$ cat config.mk
export PLATFORM = sky130hd
export DESIGN_NAME = multi_rate_event_scheduler_top
export DESIGN_NICKNAME = d
export VERILOG_FILES = /design/src/hdl/mres_pkg.sv /design/src/hdl/multi_rate_event_scheduler_top.sv /design/src/hdl/mres_front.sv /design/src/hdl/mres_queue.sv /design/src/hdl/mres_back.sv
export SDC_FILE = /design/constraint.sdc
export NUM_CORES = 2
export LEC_CHECK = 0
export BUFFER_PORTS_ARGS = -buffer_cell sky130_fd_sc_hd__clkbuf_2
export CAP_MARGIN = 10
export CORE_MARGIN = 1
export CORE_UTILIZATION = 52
export DETAILED_ROUTE_END_ITERATION = 10
export PLACE_DENSITY = 0.73
export SETUP_SLACK_MARGIN = 0.02
export SLEW_MARGIN = 0
export SYNTH_ARGS = -nofsm -noshare
export SYNTH_HDL_FRONTEND = slang
export SYNTH_HIERARCHICAL = 1
export SYNTH_SLANG_ARGS = --single-unit
$ cat constraint.sdc
create_clock -name clk -period 7.3 [get_ports clk]
set_clock_uncertainty 0.2 [all_clocks]
set_input_delay 1.46 -clock clk [delete_from_list [all_inputs] [get_ports clk]]
set_output_delay 1.46 -clock clk [all_outputs]
set_load 0.05 [all_outputs]
$ cat src/hdl/mres_pkg.sv
`default_nettype none

package mres_pkg;

    localparam int TIME_BITS_DEF      = 48;
    localparam int LINES_PER_FRAME_DEF = 525;
    localparam int QUEUE_DEPTH        = 2;

    localparam int NUM_CH      = 9;
    localparam int NUM_CFG     = 8;
    localparam int CFG_IDX_W   = 3;
    localparam int CFG_DATA_W  = 32;
    localparam int PERIOD_W    = 32;
    localparam int FEAT_W      = 5;
    localparam int SCAN_W      = 10;
    localparam int STATUS_W    = 4;
    localparam int TICK_W      = 2;

    localparam logic [SCAN_W-1:0] RETRACE_FIRST_LINE = SCAN_W'(479);

    localparam logic [TICK_W-1:0] TICKS_NONE   = 2'd0;
    localparam logic [TICK_W-1:0] TICKS_NORMAL = 2'd1;
    localparam logic [TICK_W-1:0] TICKS_SLOW   = 2'd3;

    // Channel slots in the timestamp file.
    localparam int CH_SCAN  = 0;
    localparam int CH_IRQ   = 1;
    localparam int CH_MOUSE = 2;
    localparam int CH_SSRC  = 3;
    localparam int CH_CARD  = 4;
    localparam int CH_FM    = 5;
    localparam int CH_AUDIO = 6;
    localparam int CH_BLINK = 7;
    localparam int CH_DRAW  = 8;

    // Bits of the feature enable register.
    localparam int FEAT_AUDIO = 0;
    localparam int FEAT_SSRC  = 1;
    localparam int FEAT_CARD  = 2;
    localparam int FEAT_FM    = 3;
    localparam int FEAT_SLOW  = 4;

    typedef enum logic [CFG_IDX_W-1:0] {
        REG_SCANLINE_PERIOD = 3'd0,
        REG_PIT_IRQ_PERIOD  = 3'd1,
        REG_MOUSE_PERIOD    = 3'd2,
        REG_SSOURCE_PERIOD  = 3'd3,
        REG_SAMPLE_PERIOD   = 3'd4,
        REG_CURSOR_PERIOD   = 3'd5,
        REG_DRAW_PERIOD     = 3'd6,
        REG_FEATURE_ENABLES = 3'd7
    } cfg_reg_t;

    localparam logic [PERIOD_W-1:0] RST_SCANLINE_PERIOD = 32'd31;
    localparam logic [PERIOD_W-1:0] RST_PIT_IRQ_PERIOD  = 32'd54925;
    localparam logic [PERIOD_W-1:0] RST_MOUSE_PERIOD    = 32'd86;
    localparam logic [PERIOD_W-1:0] RST_SSOURCE_PERIOD  = 32'd125;
    localparam logic [PERIOD_W-1:0] RST_SAMPLE_PERIOD   = 32'd20;
    localparam logic [PERIOD_W-1:0] RST_CURSOR_PERIOD   = 32'd266666;
    localparam logic [PERIOD_W-1:0] RST_DRAW_PERIOD     = 32'd20000;
    localparam logic [FEAT_W-1:0]   RST_FEATURE_ENABLES = 5'd0;

    typedef logic [PERIOD_W-1:0] period_t;

    // Which channels one poll is allowed to test, plus the slow tick flag, decided at the front.
    typedef struct packed {
        logic scan;
        logic irq;
        logic mouse;
        logic ssrc;
        logic card;
        logic fm;
        logic audio;
        logic blink;
        logic draw;
        logic slow;
    } chk_t;

    localparam int CHK_W = $bits(chk_t);

endpackage

`default_nettype wire

$ cat src/hdl/multi_rate_event_scheduler_top.sv
// Channel   Handshake             Payload
// poll in   in_valid / in_stall   now_time, pit0_active, card_period
// result    out_valid / out_stall fire_*, audio_ticks, scanline, retrace_status,
//                                 status_valid
// config    cfg_we                cfg_index, cfg_data (no read-back)
//
// One poll per cycle is sustained while out_stall does not hold the flow. A poll is
// captured in the input register at its transfer, is then written into a queue slot
// and from there moves into the output register, where its result is presented.
// The nine channel compares and timestamp updates run in parallel.
// Reset clears all timestamps, the scanline counter and the status nibble, and
// loads the period registers with their defaults. No clearing pass is needed.
// A two-entry queue separates front and back, so out_stall reaches in_stall only
// once the queue and input register are both full.
`default_nettype none

module multi_rate_event_scheduler_top #(
    parameter int TIME_BITS       = mres_pkg::TIME_BITS_DEF,
    parameter int LINES_PER_FRAME = mres_pkg::LINES_PER_FRAME_DEF
) (
    input  wire logic                            clk,
    input  wire logic                            rst_n,
    input  wire logic                            cfg_we,
    input  wire logic [mres_pkg::CFG_IDX_W-1:0]  cfg_index,
    input  wire logic [mres_pkg::CFG_DATA_W-1:0] cfg_data,
    input  wire logic                            in_valid,
    output logic                                 in_stall,
    input  wire logic [TIME_BITS-1:0]            now_time,
    input  wire logic                            pit0_active,
    input  wire logic [mres_pkg::PERIOD_W-1:0]   card_period,
    output logic                                 out_valid,
    input  wire logic                            out_stall,
    output logic                                 fire_irq0,
    output logic                                 fire_mouse,
    output logic                                 fire_ssource,
    output logic                                 fire_card,
    output logic                                 fire_fm,
    output logic [mres_pkg::TICK_W-1:0]          audio_ticks,
    output logic                                 fire_blink,
    output logic                                 fire_draw,
    output logic [mres_pkg::SCAN_W-1:0]          scanline,
    output logic [mres_pkg::STATUS_W-1:0]        retrace_status,
    output logic                                 status_valid
);
    import mres_pkg::*;

    localparam int ITEM_W = TIME_BITS + PERIOD_W + CHK_W;

    period_t             period_reg [NUM_CFG-1];
    logic [FEAT_W-1:0]   feat_reg;

    logic                 push;
    logic                 q_full;
    logic                 q_not_empty;
    logic                 pop;
    logic [TIME_BITS-1:0] push_now;
    period_t              push_card;
    chk_t                 push_chk;
    logic [ITEM_W-1:0]    push_data;
    logic [ITEM_W-1:0]    pop_data;
    logic [TIME_BITS-1:0] q_now;
    period_t              q_card;
    chk_t                 q_chk;

    always_ff @(posedge clk or negedge rst_n)
    begin
        if (!rst_n)
        begin
            period_reg[REG_SCANLINE_PERIOD] <= RST_SCANLINE_PERIOD;
            period_reg[REG_PIT_IRQ_PERIOD]  <= RST_PIT_IRQ_PERIOD;
            period_reg[REG_MOUSE_PERIOD]    <= RST_MOUSE_PERIOD;
            period_reg[REG_SSOURCE_PERIOD]  <= RST_SSOURCE_PERIOD;
            period_reg[REG_SAMPLE_PERIOD]   <= RST_SAMPLE_PERIOD;
            period_reg[REG_CURSOR_PERIOD]   <= RST_CURSOR_PERIOD;
            period_reg[REG_DRAW_PERIOD]     <= RST_DRAW_PERIOD;
            feat_reg                        <= RST_FEATURE_ENABLES;
        end
        else if (cfg_we)
        begin
            case (cfg_reg_t'(cfg_index))
                REG_SCANLINE_PERIOD: period_reg[REG_SCANLINE_PERIOD] <= cfg_data;
                REG_PIT_IRQ_PERIOD:  period_reg[REG_PIT_IRQ_PERIOD]  <= cfg_data;
                REG_MOUSE_PERIOD:    period_reg[REG_MOUSE_PERIOD]    <= cfg_data;
                REG_SSOURCE_PERIOD:  period_reg[REG_SSOURCE_PERIOD]  <= cfg_data;
                REG_SAMPLE_PERIOD:   period_reg[REG_SAMPLE_PERIOD]   <= cfg_data;
                REG_CURSOR_PERIOD:   period_reg[REG_CURSOR_PERIOD]   <= cfg_data;
                REG_DRAW_PERIOD:     period_reg[REG_DRAW_PERIOD]     <= cfg_data;
                REG_FEATURE_ENABLES: feat_reg <= cfg_data[FEAT_W-1:0];
                default:             feat_reg <= feat_reg;
            endcase
        end
    end

    mres_front #(
        .TIME_BITS(TIME_BITS)
    ) u_front (
        .clk             (clk),
        .rst_n           (rst_n),
        .in_valid        (in_valid),
        .in_stall        (in_stall),
        .now_time        (now_time),
        .pit0_active     (pit0_active),
        .card_period     (card_period),
        .feature_enables (feat_reg),
        .push            (push),
        .q_full          (q_full),
        .push_now        (push_now),
        .push_card       (push_card),
        .push_chk        (push_chk)
    );

    assign push_data = {push_now, push_card, push_chk};

    mres_queue #(
        .WIDTH(ITEM_W),
        .DEPTH(QUEUE_DEPTH)
    ) u_queue (
        .clk       (clk),
        .rst_n     (rst_n),
        .push      (push),
        .push_data (push_data),
        .full      (q_full),
        .pop       (pop),
        .not_empty (q_not_empty),
        .pop_data  (pop_data)
    );

    assign q_now  = pop_data[ITEM_W-1 -: TIME_BITS];
    assign q_card = pop_data[CHK_W +: PERIOD_W];
    assign q_chk  = chk_t'(pop_data[CHK_W-1:0]);

    mres_back #(
        .TIME_BITS       (TIME_BITS),
        .LINES_PER_FRAME (LINES_PER_FRAME)
    ) u_back (
        .clk            (clk),
        .rst_n          (rst_n),
        .q_not_empty    (q_not_empty),
        .pop            (pop),
        .q_now          (q_now),
        .q_card         (q_card),
        .q_chk          (q_chk),
        .period_cfg     (period_reg),
        .out_valid      (out_valid),
        .out_stall      (out_stall),
        .fire_irq0      (fire_irq0),
        .fire_mouse     (fire_mouse),
        .fire_ssource   (fire_ssource),
        .fire_card      (fire_card),
        .fire_fm        (fire_fm),
        .audio_ticks    (audio_ticks),
        .fire_blink     (fire_blink),
        .fire_draw      (fire_draw),
        .scanline       (scanline),
        .retrace_status (retrace_status),
        .status_valid   (status_valid)
    );

endmodule

`default_nettype wire

$ cat src/hdl/mres_front.sv
`default_nettype none

module mres_front #(
    parameter int TIME_BITS = mres_pkg::TIME_BITS_DEF
) (
    input  wire logic                          clk,
    input  wire logic                          rst_n,
    input  wire logic                          in_valid,
    output logic                               in_stall,
    input  wire logic [TIME_BITS-1:0]          now_time,
    input  wire logic                          pit0_active,
    input  wire logic [mres_pkg::PERIOD_W-1:0] card_period,
    input  wire logic [mres_pkg::FEAT_W-1:0]   feature_enables,
    output logic                               push,
    input  wire logic                          q_full,
    output logic [TIME_BITS-1:0]               push_now,
    output mres_pkg::period_t                  push_card,
    output mres_pkg::chk_t                     push_chk
);
    import mres_pkg::*;

    logic                 valid_reg, valid_next;
    logic [TIME_BITS-1:0] now_reg;
    period_t              card_reg;
    chk_t                 chk_reg, chk_next;
    logic                 accept;
    logic                 audio_on;

    assign in_stall = valid_reg && q_full;
    assign accept   = in_valid && !in_stall;
    assign push     = valid_reg && !q_full;

    assign valid_next = accept || (valid_reg && !push);

    // Classify the poll: a channel that is gated off is neither tested nor moved.
    assign audio_on = feature_enables[FEAT_AUDIO];
    always_comb
    begin
        chk_next.scan  = 1'b1;
        chk_next.irq   = pit0_active;
        chk_next.mouse = 1'b1;
        chk_next.ssrc  = audio_on && feature_enables[FEAT_SSRC];
        chk_next.card  = audio_on && feature_enables[FEAT_CARD] && (card_period != '0);
        chk_next.fm    = audio_on && feature_enables[FEAT_FM];
        chk_next.audio = audio_on;
        chk_next.blink = 1'b1;
        chk_next.draw  = 1'b1;
        chk_next.slow  = feature_enables[FEAT_SLOW];
    end

    always_ff @(posedge clk or negedge rst_n)
    begin
        if (!rst_n)
        begin
            valid_reg <= 1'b0;
        end
        else
        begin
            valid_reg <= valid_next;
        end
    end

    always_ff @(posedge clk)
    begin
        if (accept)
        begin
            now_reg  <= now_time;
            card_reg <= card_period;
            chk_reg  <= chk_next;
        end
    end

    assign push_now  = now_reg;
    assign push_card = card_reg;
    assign push_chk  = chk_reg;

endmodule

`default_nettype wire

$ cat src/hdl/mres_queue.sv
`default_nettype none

module mres_queue #(
    parameter int WIDTH = 8,
    parameter int DEPTH = mres_pkg::QUEUE_DEPTH
) (
    input  wire logic             clk,
    input  wire logic             rst_n,
    input  wire logic             push,
    input  wire logic [WIDTH-1:0] push_data,
    output logic                  full,
    input  wire logic             pop,
    output logic                  not_empty,
    output logic [WIDTH-1:0]      pop_data
);
    localparam int PTR_W = (DEPTH > 1) ? $clog2(DEPTH) : 1;
    localparam int CNT_W = $clog2(DEPTH + 1);
    localparam logic [PTR_W-1:0] LAST_SLOT = PTR_W'(DEPTH - 1);

    logic [WIDTH-1:0] slot_reg [DEPTH];
    logic [PTR_W-1:0] wr_ptr_reg, wr_ptr_next;
    logic [PTR_W-1:0] rd_ptr_reg, rd_ptr_next;
    logic [CNT_W-1:0] count_reg, count_next;

    assign full      = (count_reg == CNT_W'(DEPTH));
    assign not_empty = (count_reg != '0);
    assign pop_data  = slot_reg[rd_ptr_reg];

    always_comb
    begin
        wr_ptr_next = wr_ptr_reg;
        rd_ptr_next = rd_ptr_reg;
        count_next  = count_reg;
        if (push)
        begin
            wr_ptr_next = (wr_ptr_reg == LAST_SLOT) ? '0 : wr_ptr_reg + 1'b1;
        end
        if (pop)
        begin
            rd_ptr_next = (rd_ptr_reg == LAST_SLOT) ? '0 : rd_ptr_reg + 1'b1;
        end
        if (push && !pop)
        begin
            count_next = count_reg + 1'b1;
        end
        else if (pop && !push)
        begin
            count_next = count_reg - 1'b1;
        end
    end

    always_ff @(posedge clk or negedge rst_n)
    begin
        if (!rst_n)
        begin
            wr_ptr_reg <= '0;
            rd_ptr_reg <= '0;
            count_reg  <= '0;
        end
        else
        begin
            wr_ptr_reg <= wr_ptr_next;
            rd_ptr_reg <= rd_ptr_next;
            count_reg  <= count_next;
        end
    end

    always_ff @(posedge clk)
    begin
        if (push)
        begin
            slot_reg[wr_ptr_reg] <= push_data;
        end
    end

endmodule

`default_nettype wire

$ cat src/hdl/mres_back.sv
`default_nettype none

module mres_back #(
    parameter int TIME_BITS       = mres_pkg::TIME_BITS_DEF,
    parameter int LINES_PER_FRAME = mres_pkg::LINES_PER_FRAME_DEF
) (
    input  wire logic                          clk,
    input  wire logic                          rst_n,
    input  wire logic                          q_not_empty,
    output logic                               pop,
    input  wire logic [TIME_BITS-1:0]          q_now,
    input  wire mres_pkg::period_t             q_card,
    input  wire mres_pkg::chk_t                q_chk,
    input  wire mres_pkg::period_t             period_cfg [mres_pkg::NUM_CFG-1],
    output logic                               out_valid,
    input  wire logic                          out_stall,
    output logic                               fire_irq0,
    output logic                               fire_mouse,
    output logic                               fire_ssource,
    output logic                               fire_card,
    output logic                               fire_fm,
    output logic [mres_pkg::TICK_W-1:0]        audio_ticks,
    output logic                               fire_blink,
    output logic                               fire_draw,
    output logic [mres_pkg::SCAN_W-1:0]        scanline,
    output logic [mres_pkg::STATUS_W-1:0]      retrace_status,
    output logic                               status_valid
);
    import mres_pkg::*;

    localparam logic [SCAN_W-1:0] LAST_LINE = SCAN_W'(LINES_PER_FRAME - 1);

    logic [TIME_BITS-1:0] last_reg [NUM_CH];
    logic [TIME_BITS-1:0] last_next [NUM_CH];
    logic [TIME_BITS-1:0] period_ext [NUM_CH];
    logic [TIME_BITS-1:0] elapsed [NUM_CH];
    logic [NUM_CH-1:0]    chk_vec;
    logic [NUM_CH-1:0]    reload_vec;
    logic [NUM_CH-1:0]    hit;

    logic [SCAN_W-1:0]    line_reg, line_next;
    logic [STATUS_W-1:0]  status_reg, status_next;

    logic                 out_valid_reg, out_valid_next;
    logic [NUM_CH-1:0]    hit_reg;
    logic [TICK_W-1:0]    ticks_reg, ticks_next;

    // The output register frees up in the same cycle its result is taken.
    assign pop            = q_not_empty && (!out_valid_reg || !out_stall);
    assign out_valid_next = pop || (out_valid_reg && out_stall);

    always_comb
    begin
        chk_vec               = '0;
        chk_vec[CH_SCAN]      = q_chk.scan;
        chk_vec[CH_IRQ]       = q_chk.irq;
        chk_vec[CH_MOUSE]     = q_chk.mouse;
        chk_vec[CH_SSRC]      = q_chk.ssrc;
        chk_vec[CH_CARD]      = q_chk.card;
        chk_vec[CH_FM]        = q_chk.fm;
        chk_vec[CH_AUDIO]     = q_chk.audio;
        chk_vec[CH_BLINK]     = q_chk.blink;
        chk_vec[CH_DRAW]      = q_chk.draw;

        reload_vec            = '0;
        reload_vec[CH_IRQ]    = 1'b1;

        period_ext[CH_SCAN]   = TIME_BITS'(period_cfg[REG_SCANLINE_PERIOD]);
        period_ext[CH_IRQ]    = TIME_BITS'(period_cfg[REG_PIT_IRQ_PERIOD]);
        period_ext[CH_MOUSE]  = TIME_BITS'(period_cfg[REG_MOUSE_PERIOD]);
        period_ext[CH_SSRC]   = TIME_BITS'(period_cfg[REG_SSOURCE_PERIOD]);
        period_ext[CH_CARD]   = TIME_BITS'(q_card);
        period_ext[CH_FM]     = TIME_BITS'(period_cfg[REG_SAMPLE_PERIOD]);
        period_ext[CH_AUDIO]  = TIME_BITS'(period_cfg[REG_SAMPLE_PERIOD]);
        period_ext[CH_BLINK]  = TIME_BITS'(period_cfg[REG_CURSOR_PERIOD]);
        period_ext[CH_DRAW]   = TIME_BITS'(period_cfg[REG_DRAW_PERIOD]);
    end

    // Each channel is an independent subtract, compare and update.
    always_comb
    begin
        for (int c = 0; c < NUM_CH; c++)
        begin
            elapsed[c]   = q_now - last_reg[c];
            hit[c]       = pop && chk_vec[c] && (elapsed[c] >= period_ext[c]);
            last_next[c] = last_reg[c];
            if (hit[c])
            begin
                last_next[c] = reload_vec[c] ? q_now : last_reg[c] + period_ext[c];
            end
        end
    end

    always_comb
    begin
        line_next   = line_reg;
        status_next = status_reg;
        if (hit[CH_SCAN])
        begin
            line_next   = (line_reg == LAST_LINE) ? '0 : line_reg + 1'b1;
            status_next = {(line_next > RETRACE_FIRST_LINE), 2'b00, line_next[0]};
        end
        if (hit[CH_AUDIO])
        begin
            ticks_next = q_chk.slow ? TICKS_SLOW : TICKS_NORMAL;
        end
        else
        begin
            ticks_next = TICKS_NONE;
        end
    end

    always_ff @(posedge clk or negedge rst_n)
    begin
        if (!rst_n)
        begin
            for (int c = 0; c < NUM_CH; c++)
            begin
                last_reg[c] <= '0;
            end
            line_reg      <= '0;
            status_reg    <= '0;
            out_valid_reg <= 1'b0;
        end
        else
        begin
            for (int c = 0; c < NUM_CH; c++)
            begin
                last_reg[c] <= last_next[c];
            end
            line_reg      <= line_next;
            status_reg    <= status_next;
            out_valid_reg <= out_valid_next;
        end
    end

    always_ff @(posedge clk)
    begin
        if (pop)
        begin
            hit_reg   <= hit;
            ticks_reg <= ticks_next;
        end
    end

    assign out_valid      = out_valid_reg;
    assign fire_irq0      = hit_reg[CH_IRQ];
    assign fire_mouse     = hit_reg[CH_MOUSE];
    assign fire_ssource   = hit_reg[CH_SSRC];
    assign fire_card      = hit_reg[CH_CARD];
    assign fire_fm        = hit_reg[CH_FM];
    assign audio_ticks    = ticks_reg;
    assign fire_blink     = hit_reg[CH_BLINK];
    assign fire_draw      = hit_reg[CH_DRAW];
    assign status_valid   = hit_reg[CH_SCAN];
    // Scanline and status registers only move on a pop, so they match the held result.
    assign scanline       = line_reg;
    assign retrace_status = status_reg;

    a_line_in_range: assert property (@(posedge clk) disable iff (!rst_n)
        line_reg <= LAST_LINE)
        else $error("scanline counter left the frame");

    a_status_odd: assert property (@(posedge clk) disable iff (!rst_n)
        out_valid_reg && status_valid |-> retrace_status[0] == scanline[0])
        else $error("retrace odd bit does not follow scanline");

    a_ticks_code: assert property (@(posedge clk) disable iff (!rst_n)
        out_valid_reg |-> audio_ticks != 2'd2)
        else $error("audio tick count has an impossible value");

    a_irq_reload: assert property (@(posedge clk) disable iff (!rst_n)
        hit[CH_IRQ] |=> last_reg[CH_IRQ] == $past(q_now))
        else $error("timer interrupt channel did not reload to the poll time");

    a_pop_needs_room: assert property (@(posedge clk) disable iff (!rst_n)
        out_valid_reg && out_stall |-> !pop)
        else $error("result overwritten while the output was stalled");

endmodule

`default_nettype wire
* Word-level counts from Yosys, hierarchy flattened
Memories as Yosys holds them, arrays and structs flattened. Cells that the tools add are included. Widths: inputs -> output; s select.
Cells by class: $add $sub $neg 22, magnitude comparators 10, equal/unequal tests 9, multiplexer cells 8, reduce and logical (&&, ||, !) cells 51
Operator list (number):
- $ge 48x32->1 | 9
- $sub 48x48->48 | 9
- $add 48x32->48 | 8
- $reduce_bool 32->1 | 1
- $logic_and 1x1->1 | 26
- $reduce_and 2->1 | 8
- $eq 3x3->1 const B | 4
- $add 10x1->10 const B | 1
- $eq 10x10->1 const B | 1
- $gt 10x9->1 const B | 1
- $mux 10 | 1
- $eq 3x2->1 const B | 2
- $logic_not 1->1 | 6
- $mux 2 | 3
- $logic_and 1x1->1 const B | 4
- $mux 1 | 4
- $reduce_bool 2->1 | 2
- $eq 3x1->1 const B | 1
- $logic_not 3->1 | 1
- $logic_or 1x1->1 | 3
- $add 1x1->1 const B | 2
- $add 2x1->2 const B | 1
- $eq 2x2->1 const B | 1
- $sub 2x1->2 const B | 1
Word-level totals: flip-flop bits (word level) 776, bits in writable memories 172, bits of input ports 121, output and inout port bits 26, word-level logic and storage cells 135, memories kept 1
Memories:
- u_queue.slot_reg | words 2, bits a word 86, rd ports 1, clocked after memory_dff 0, wr ports 1, line mres_queue.sv:20 | logic [WIDTH-1:0] slot_reg [DEPTH];

* Logic depth before layout (Yosys ltp)
word-level depth 7, mapped depth 38, gate-level depth less buffers 33

* Modules after synthesis
The synthesis kept the hierarchy.
Modules (own cells, without submodules):
- mres_back | instances 1, cells each 8011, area an instance 61953.2 µm², sequential area each 11410.9 µm²
- multi_rate_event_scheduler_top | instances 1, cells each 494, area an instance 8664.6 µm², sequential area each 5778.0 µm²
- mres_queue | instances 1, cells each 296, area an instance 6742.7 µm², sequential area each 5505.3 µm²
- mres_front | instances 1, cells each 109, area an instance 2757.6 µm², sequential area each 2607.5 µm²

* Worst setup path before layout
No wires, ideal clock.
path kind register to register, from register u_queue.rd_ptr_reg, to register u_back/last_reg[65] (netlist bit), library setup time 0.096 ns, arrival time 6.610 ns, required time 7.004 ns, slack 0.394 ns, stages on the path, launching flop included 32, buffers on the path 4, clock period less this slack 6.906 ns, cell sequence dfrtp_1 -> buf_6 -> clkbuf_8 -> mux2_2 -> inv_1 -> ha_1 -> inv_1 -> fa_1 -> a21o_1 -> and3_1 -> o31ai_1 -> nor4_1 -> or4_4 -> a41oi_2 -> xnor2_1 -> ha_1 -> a2111oi_0 -> o21ai_0 -> a221o_1 -> a21oi_1 -> nand4_1 -> nor4_1 -> nand4_1 -> a2111o_1 -> a2111o_1 -> nor4_1 -> nand4b_1 -> o21ai_2 -> buf_2 -> buf_2 -> nand2_1 -> o31ai_1
On the way: longest elaborated chain between the ends 4
RTL lines:
- start, declared | line mres_queue.sv:22 | logic [PTR_W-1:0] rd_ptr_reg, rd_ptr_next;
- start signal, assigned | line mres_queue.sv:63 | rd_ptr_reg <= rd_ptr_next;
- $mem_v2 2x86
- via pop_data[42] | line multi_rate_event_scheduler_top.sv:60 | logic [ITEM_W-1:0] pop_data;
- $sub 48x48->48 | line mres_back.sv:84 | elapsed[c] = q_now - last_reg[c];
- $ge 48x32->1 | line mres_back.sv:85 | hit[c] = pop && chk_vec[c] && (elapsed[c] >= period_ext[c]);
- $logic_and 1x1->1 | line mres_back.sv:85
- end signal, assigned by index | line mres_back.sv:129 | last_reg[c] <= last_next[c];
- end, declared | line mres_back.sv:33 | logic [TIME_BITS-1:0] last_reg [NUM_CH];
The timed path passes the listed nets, and every way through them passes these cells. A chain may end at the register's enable or synchronous reset.

* Worst setup path in the final report
from register u_queue.rd_ptr_reg, to register u_back/last_reg[121] (netlist bit)
Same word-level chain as after synthesis.

==> summary.md <==
| Metric | Value |
|---|---|
| Routed Antenna Nets | 0 |
| GPL Wtd Cong | 1.019 |
| Initial drt markers | 5008 |
| Wire per inst | 22.36 um |
| Dominant synthesized flop cell | dfrtp_1 |
| Nets | 10390 |
| Crit Path Max Fanout | 7 |
| Synth Cell Area | 80120 um2 |
| H-tree depth | 3 |
| Initial Util | 52.56% |
| Vias per cell | 6.134 |
| Cell mode on critical path | buf_6 |
| Remaining routing DRC violations | 0 |
| Final Hold Vio Count | 0 |
| Count of cell types in the netlist | 103 |
| Placeable Area | 152400 um2 |
| Hold buffers post-CTS | 0 |
| Root buf cell | clkbuf_16 |
| Slew Limit Fails | 0 |
| Total grt overflow | 0 |
| Final setup viols | 0 |
| Global-route wire length before repair | 386.4 mm |
| Run status | completed |
| Hold crit path type | flop to flop |
| Worst slew pin tran | 1.019 ns |
| Reg clk slew, reported paths | 0.07 ns |
| Crit share post-route | 98.21% |
| GRT Overall Usage | 31.57% |
| IO Pins | 147 |
| Area added between synthesis and finish | 12.59% |
| Max_cap viols | 0 |
| Share of the core filled with cells | 59.17% |
| Critical Path Sink Type | flop |
| Die area | 155600 um2 |
| Avg Cell Area, Syn | 8.992 um2 |
| Input/output buffers | 144 |
| DIE WIDTH | 394.5 um |
| Num CTS Buffers | 115 |
| Clock sinks | 954 |
| Seq/Total Area, Yosys | 31.58% |
| Initial antenna violation count | 15 |
| CTS tree | yes |
| Worst Path Required | 7.70 ns |
| Bufs on Longest Clock Path | 3 |
| Yosys reg bits | 954 |
| Post-synth EDFFs | 276 |
| Final wirelength | 255.4 mm |
| Asr flop ratio synth | 71.07% |
| Tmin final | 7.169 ns |
| Largest stage delay on the critical path | 0.51 ns |
| CP max stage cell | dfrtp_4 |
| Worst Setup Start Kind | flop |
| Synth warn | 6 |
| RSZ-0062 raised after global routing | yes |
| Largest net degree at the start of global routing | 155 |
| Setup Crit Path Kind | flop to flop |
| Max FFs per register | 432 |
| Standard-cell row count | 143 |
| Final instance area | 90210 um2 |
| Pre-antenna DRT Iters | 6 |
| Dpl hpwl | 197.6 mm |
| Syn Inst Count | 8910 |
| Vias | 70070 |
| Fmax | 0.1395 GHz |
| Placed cell areas | 84970 um2 |
| Slew headroom | 30.31% |
| Share of cells above drive strength 1 | 13.74% |
| Vias in the first global route | 69540 |
| WP data arrival | 7.57 ns |
| Clk_lat worst skew | 0.78 ns |
| Die height | 394.5 um |
==> final timing paths <==
path                       slack [ns]                           start                          endpoint  depth (start not counted)
min reg2reg                      0.24   u_front/push_chk[4]$_DFFE_PP_  u_queue/slot_reg[0][4]$_DFFE_PP_                          0
min                              0.24   u_front/push_chk[4]$_DFFE_PP_  u_queue/slot_reg[0][4]$_DFFE_PP_                          0
min in group asynchronous        0.52                           rst_n   u_back/last_reg[40]$_DFFE_PN0P_                          1
max in group asynchronous        4.84                           rst_n       period_reg[164]$_DFFE_PN0P_                          3
max                              0.13  u_queue/rd_ptr_reg$_DFFE_PN0P_  u_back/last_reg[121]$_DFFE_PN0P_                         29
max reg2reg                      0.13  u_queue/rd_ptr_reg$_DFFE_PN0P_  u_back/last_reg[121]$_DFFE_PN0P_                         29
==> per-stage QoR <==
step	instances	worst slack, ns	hold slack, ns	setup TNS, ns
global route	11420	-0.04494	0.2493	-0.3806
CTS	11380	0.02390	0.2434	0
finish	11420	0.1310	0.2429	0
global placement	11170	-0.3832	0.2217	-16.12
detailed placement	11170	-0.3044	0.2290	-16.90
floorplan	8914	0.3944	0.2194	0
==> placed cells by master, fill, tap and decap left out, types with 22 or more instances in the layout <==
master       n
mux2_2     344
mux2_4      27
nand3b_1    22
dfstp_2     38
nand3_1    199
and2_1      61
clkbuf_2   143
o31ai_1     34
and3_1      81
xnor2_1    471
or3_1       33
a21o_1     372
dfrtp_1    639
or2_2       33
mux2i_1     58
a31oi_1     85
nor3_1     132
o21ai_0    563
nor4_1      59
buf_4      309
nor2_1     426
nor2b_1    103
o211ai_1    59
edfxtp_1   276
a211oi_1    71
xor2_1     202
a211o_1     28
nand2b_1    94
a21oi_1    689
o21a_1     106
o21ai_1     44
o21bai_1   110
o2111ai_1   26
ha_1       962
inv_1      876
and4_1      25
a2111oi_0   22
clkbuf_16  120
nand4_1    177
nand2_1    657
==> what timing repair did <==
item / 4_1_cts / 5_1_grt
buffers inserted: 3 / 17
endpoints found under the setup margin: 263 / 449
pin swaps: 5 / 64
gates cloned: 0 / 10
gates resized for setup: 19 / 177
==> cells in the mapped netlist (95+ instances only) <==
master	number	area share [%]
nand2_1	660	3.1
a21oi_1	706	4.4
ha_1	970	15
clkbuf_1	165	0.77
xor2_1	202	2.2
mux2_2	362	5.1
nor2b_1	106	0.83
xnor2_1	471	5.1
nor2_1	431	2.0
o21ai_0	588	3.7
a21o_1	372	3.5
edfxtp_1	276	10
a31oi_1	95	0.74
dfrtp_1	640	20
inv_1	877	4.1
o21bai_1	110	1.0
nand4_1	177	1.4
o21a_1	107	1.0
nand3_1	200	1.2
nor3_1	136	0.85
==> final cells by class <==
type	count	area [um2]
tap	2030	2540
antenna	13	32.53
clock inverter	73	965.9
sequential	954	25310
multi-input combinational	6839	51170
fill	13220	62230
inverter	878	3301
timing repair buffer	494	3736
clock buffer	143	3156
==> worst max-delay path, delay by kind of cell, from the launching register on <==
family / cells / cell delay [ns]
AO/OA/AOI/OAI: 11 / 2.37
XOR/XNOR: 1 / 0.13
adder cells (fa/ha/maj): 2 / 0.62
buffers and inverters: 5 / 0.96
flip-flops: 1 / 0.51
multiplexers: 1 / 0.35
AND/OR/NAND/NOR: 9 / 1.83
==> per-layer routing <==
layer / global-route usage [%] / vias to the layer above / routed length [um]
met5: 0 / - / 0
met4: 17.82 / 0 / 16770
met3: 3.625 / 679 / 13030
met2: 54.62 / 2341 / 123000
met1: 37.97 / 34030 / 102600
li1: - / 33030 / -
==> cells by family (layout without fill, tap and decap cells) <==
| logic type | after synthesis | count (layout) | share of synthesized area [%] |
|---|---|---|---|
| AOI/OAI and AO/OA | 2505 | 2505 | 19.84 |
| buffers and inverters | 1126 | 1588 | 5.653 |
| DFF | 954 | 954 | 31.58 |
| muxes | 442 | 442 | 6.164 |
| and+or+nand+nor | 2221 | 2226 | 13.82 |
| adders and majority gates | 987 | 987 | 15.57 |
| xor gates and xnor gates | 673 | 673 | 7.357 |
| other | 2 | 19 | 0.009374 |
Power is left out: the tool's default activity adds up to more than one toggle a clock period on the data nets, which glitch-free logic cannot reach.
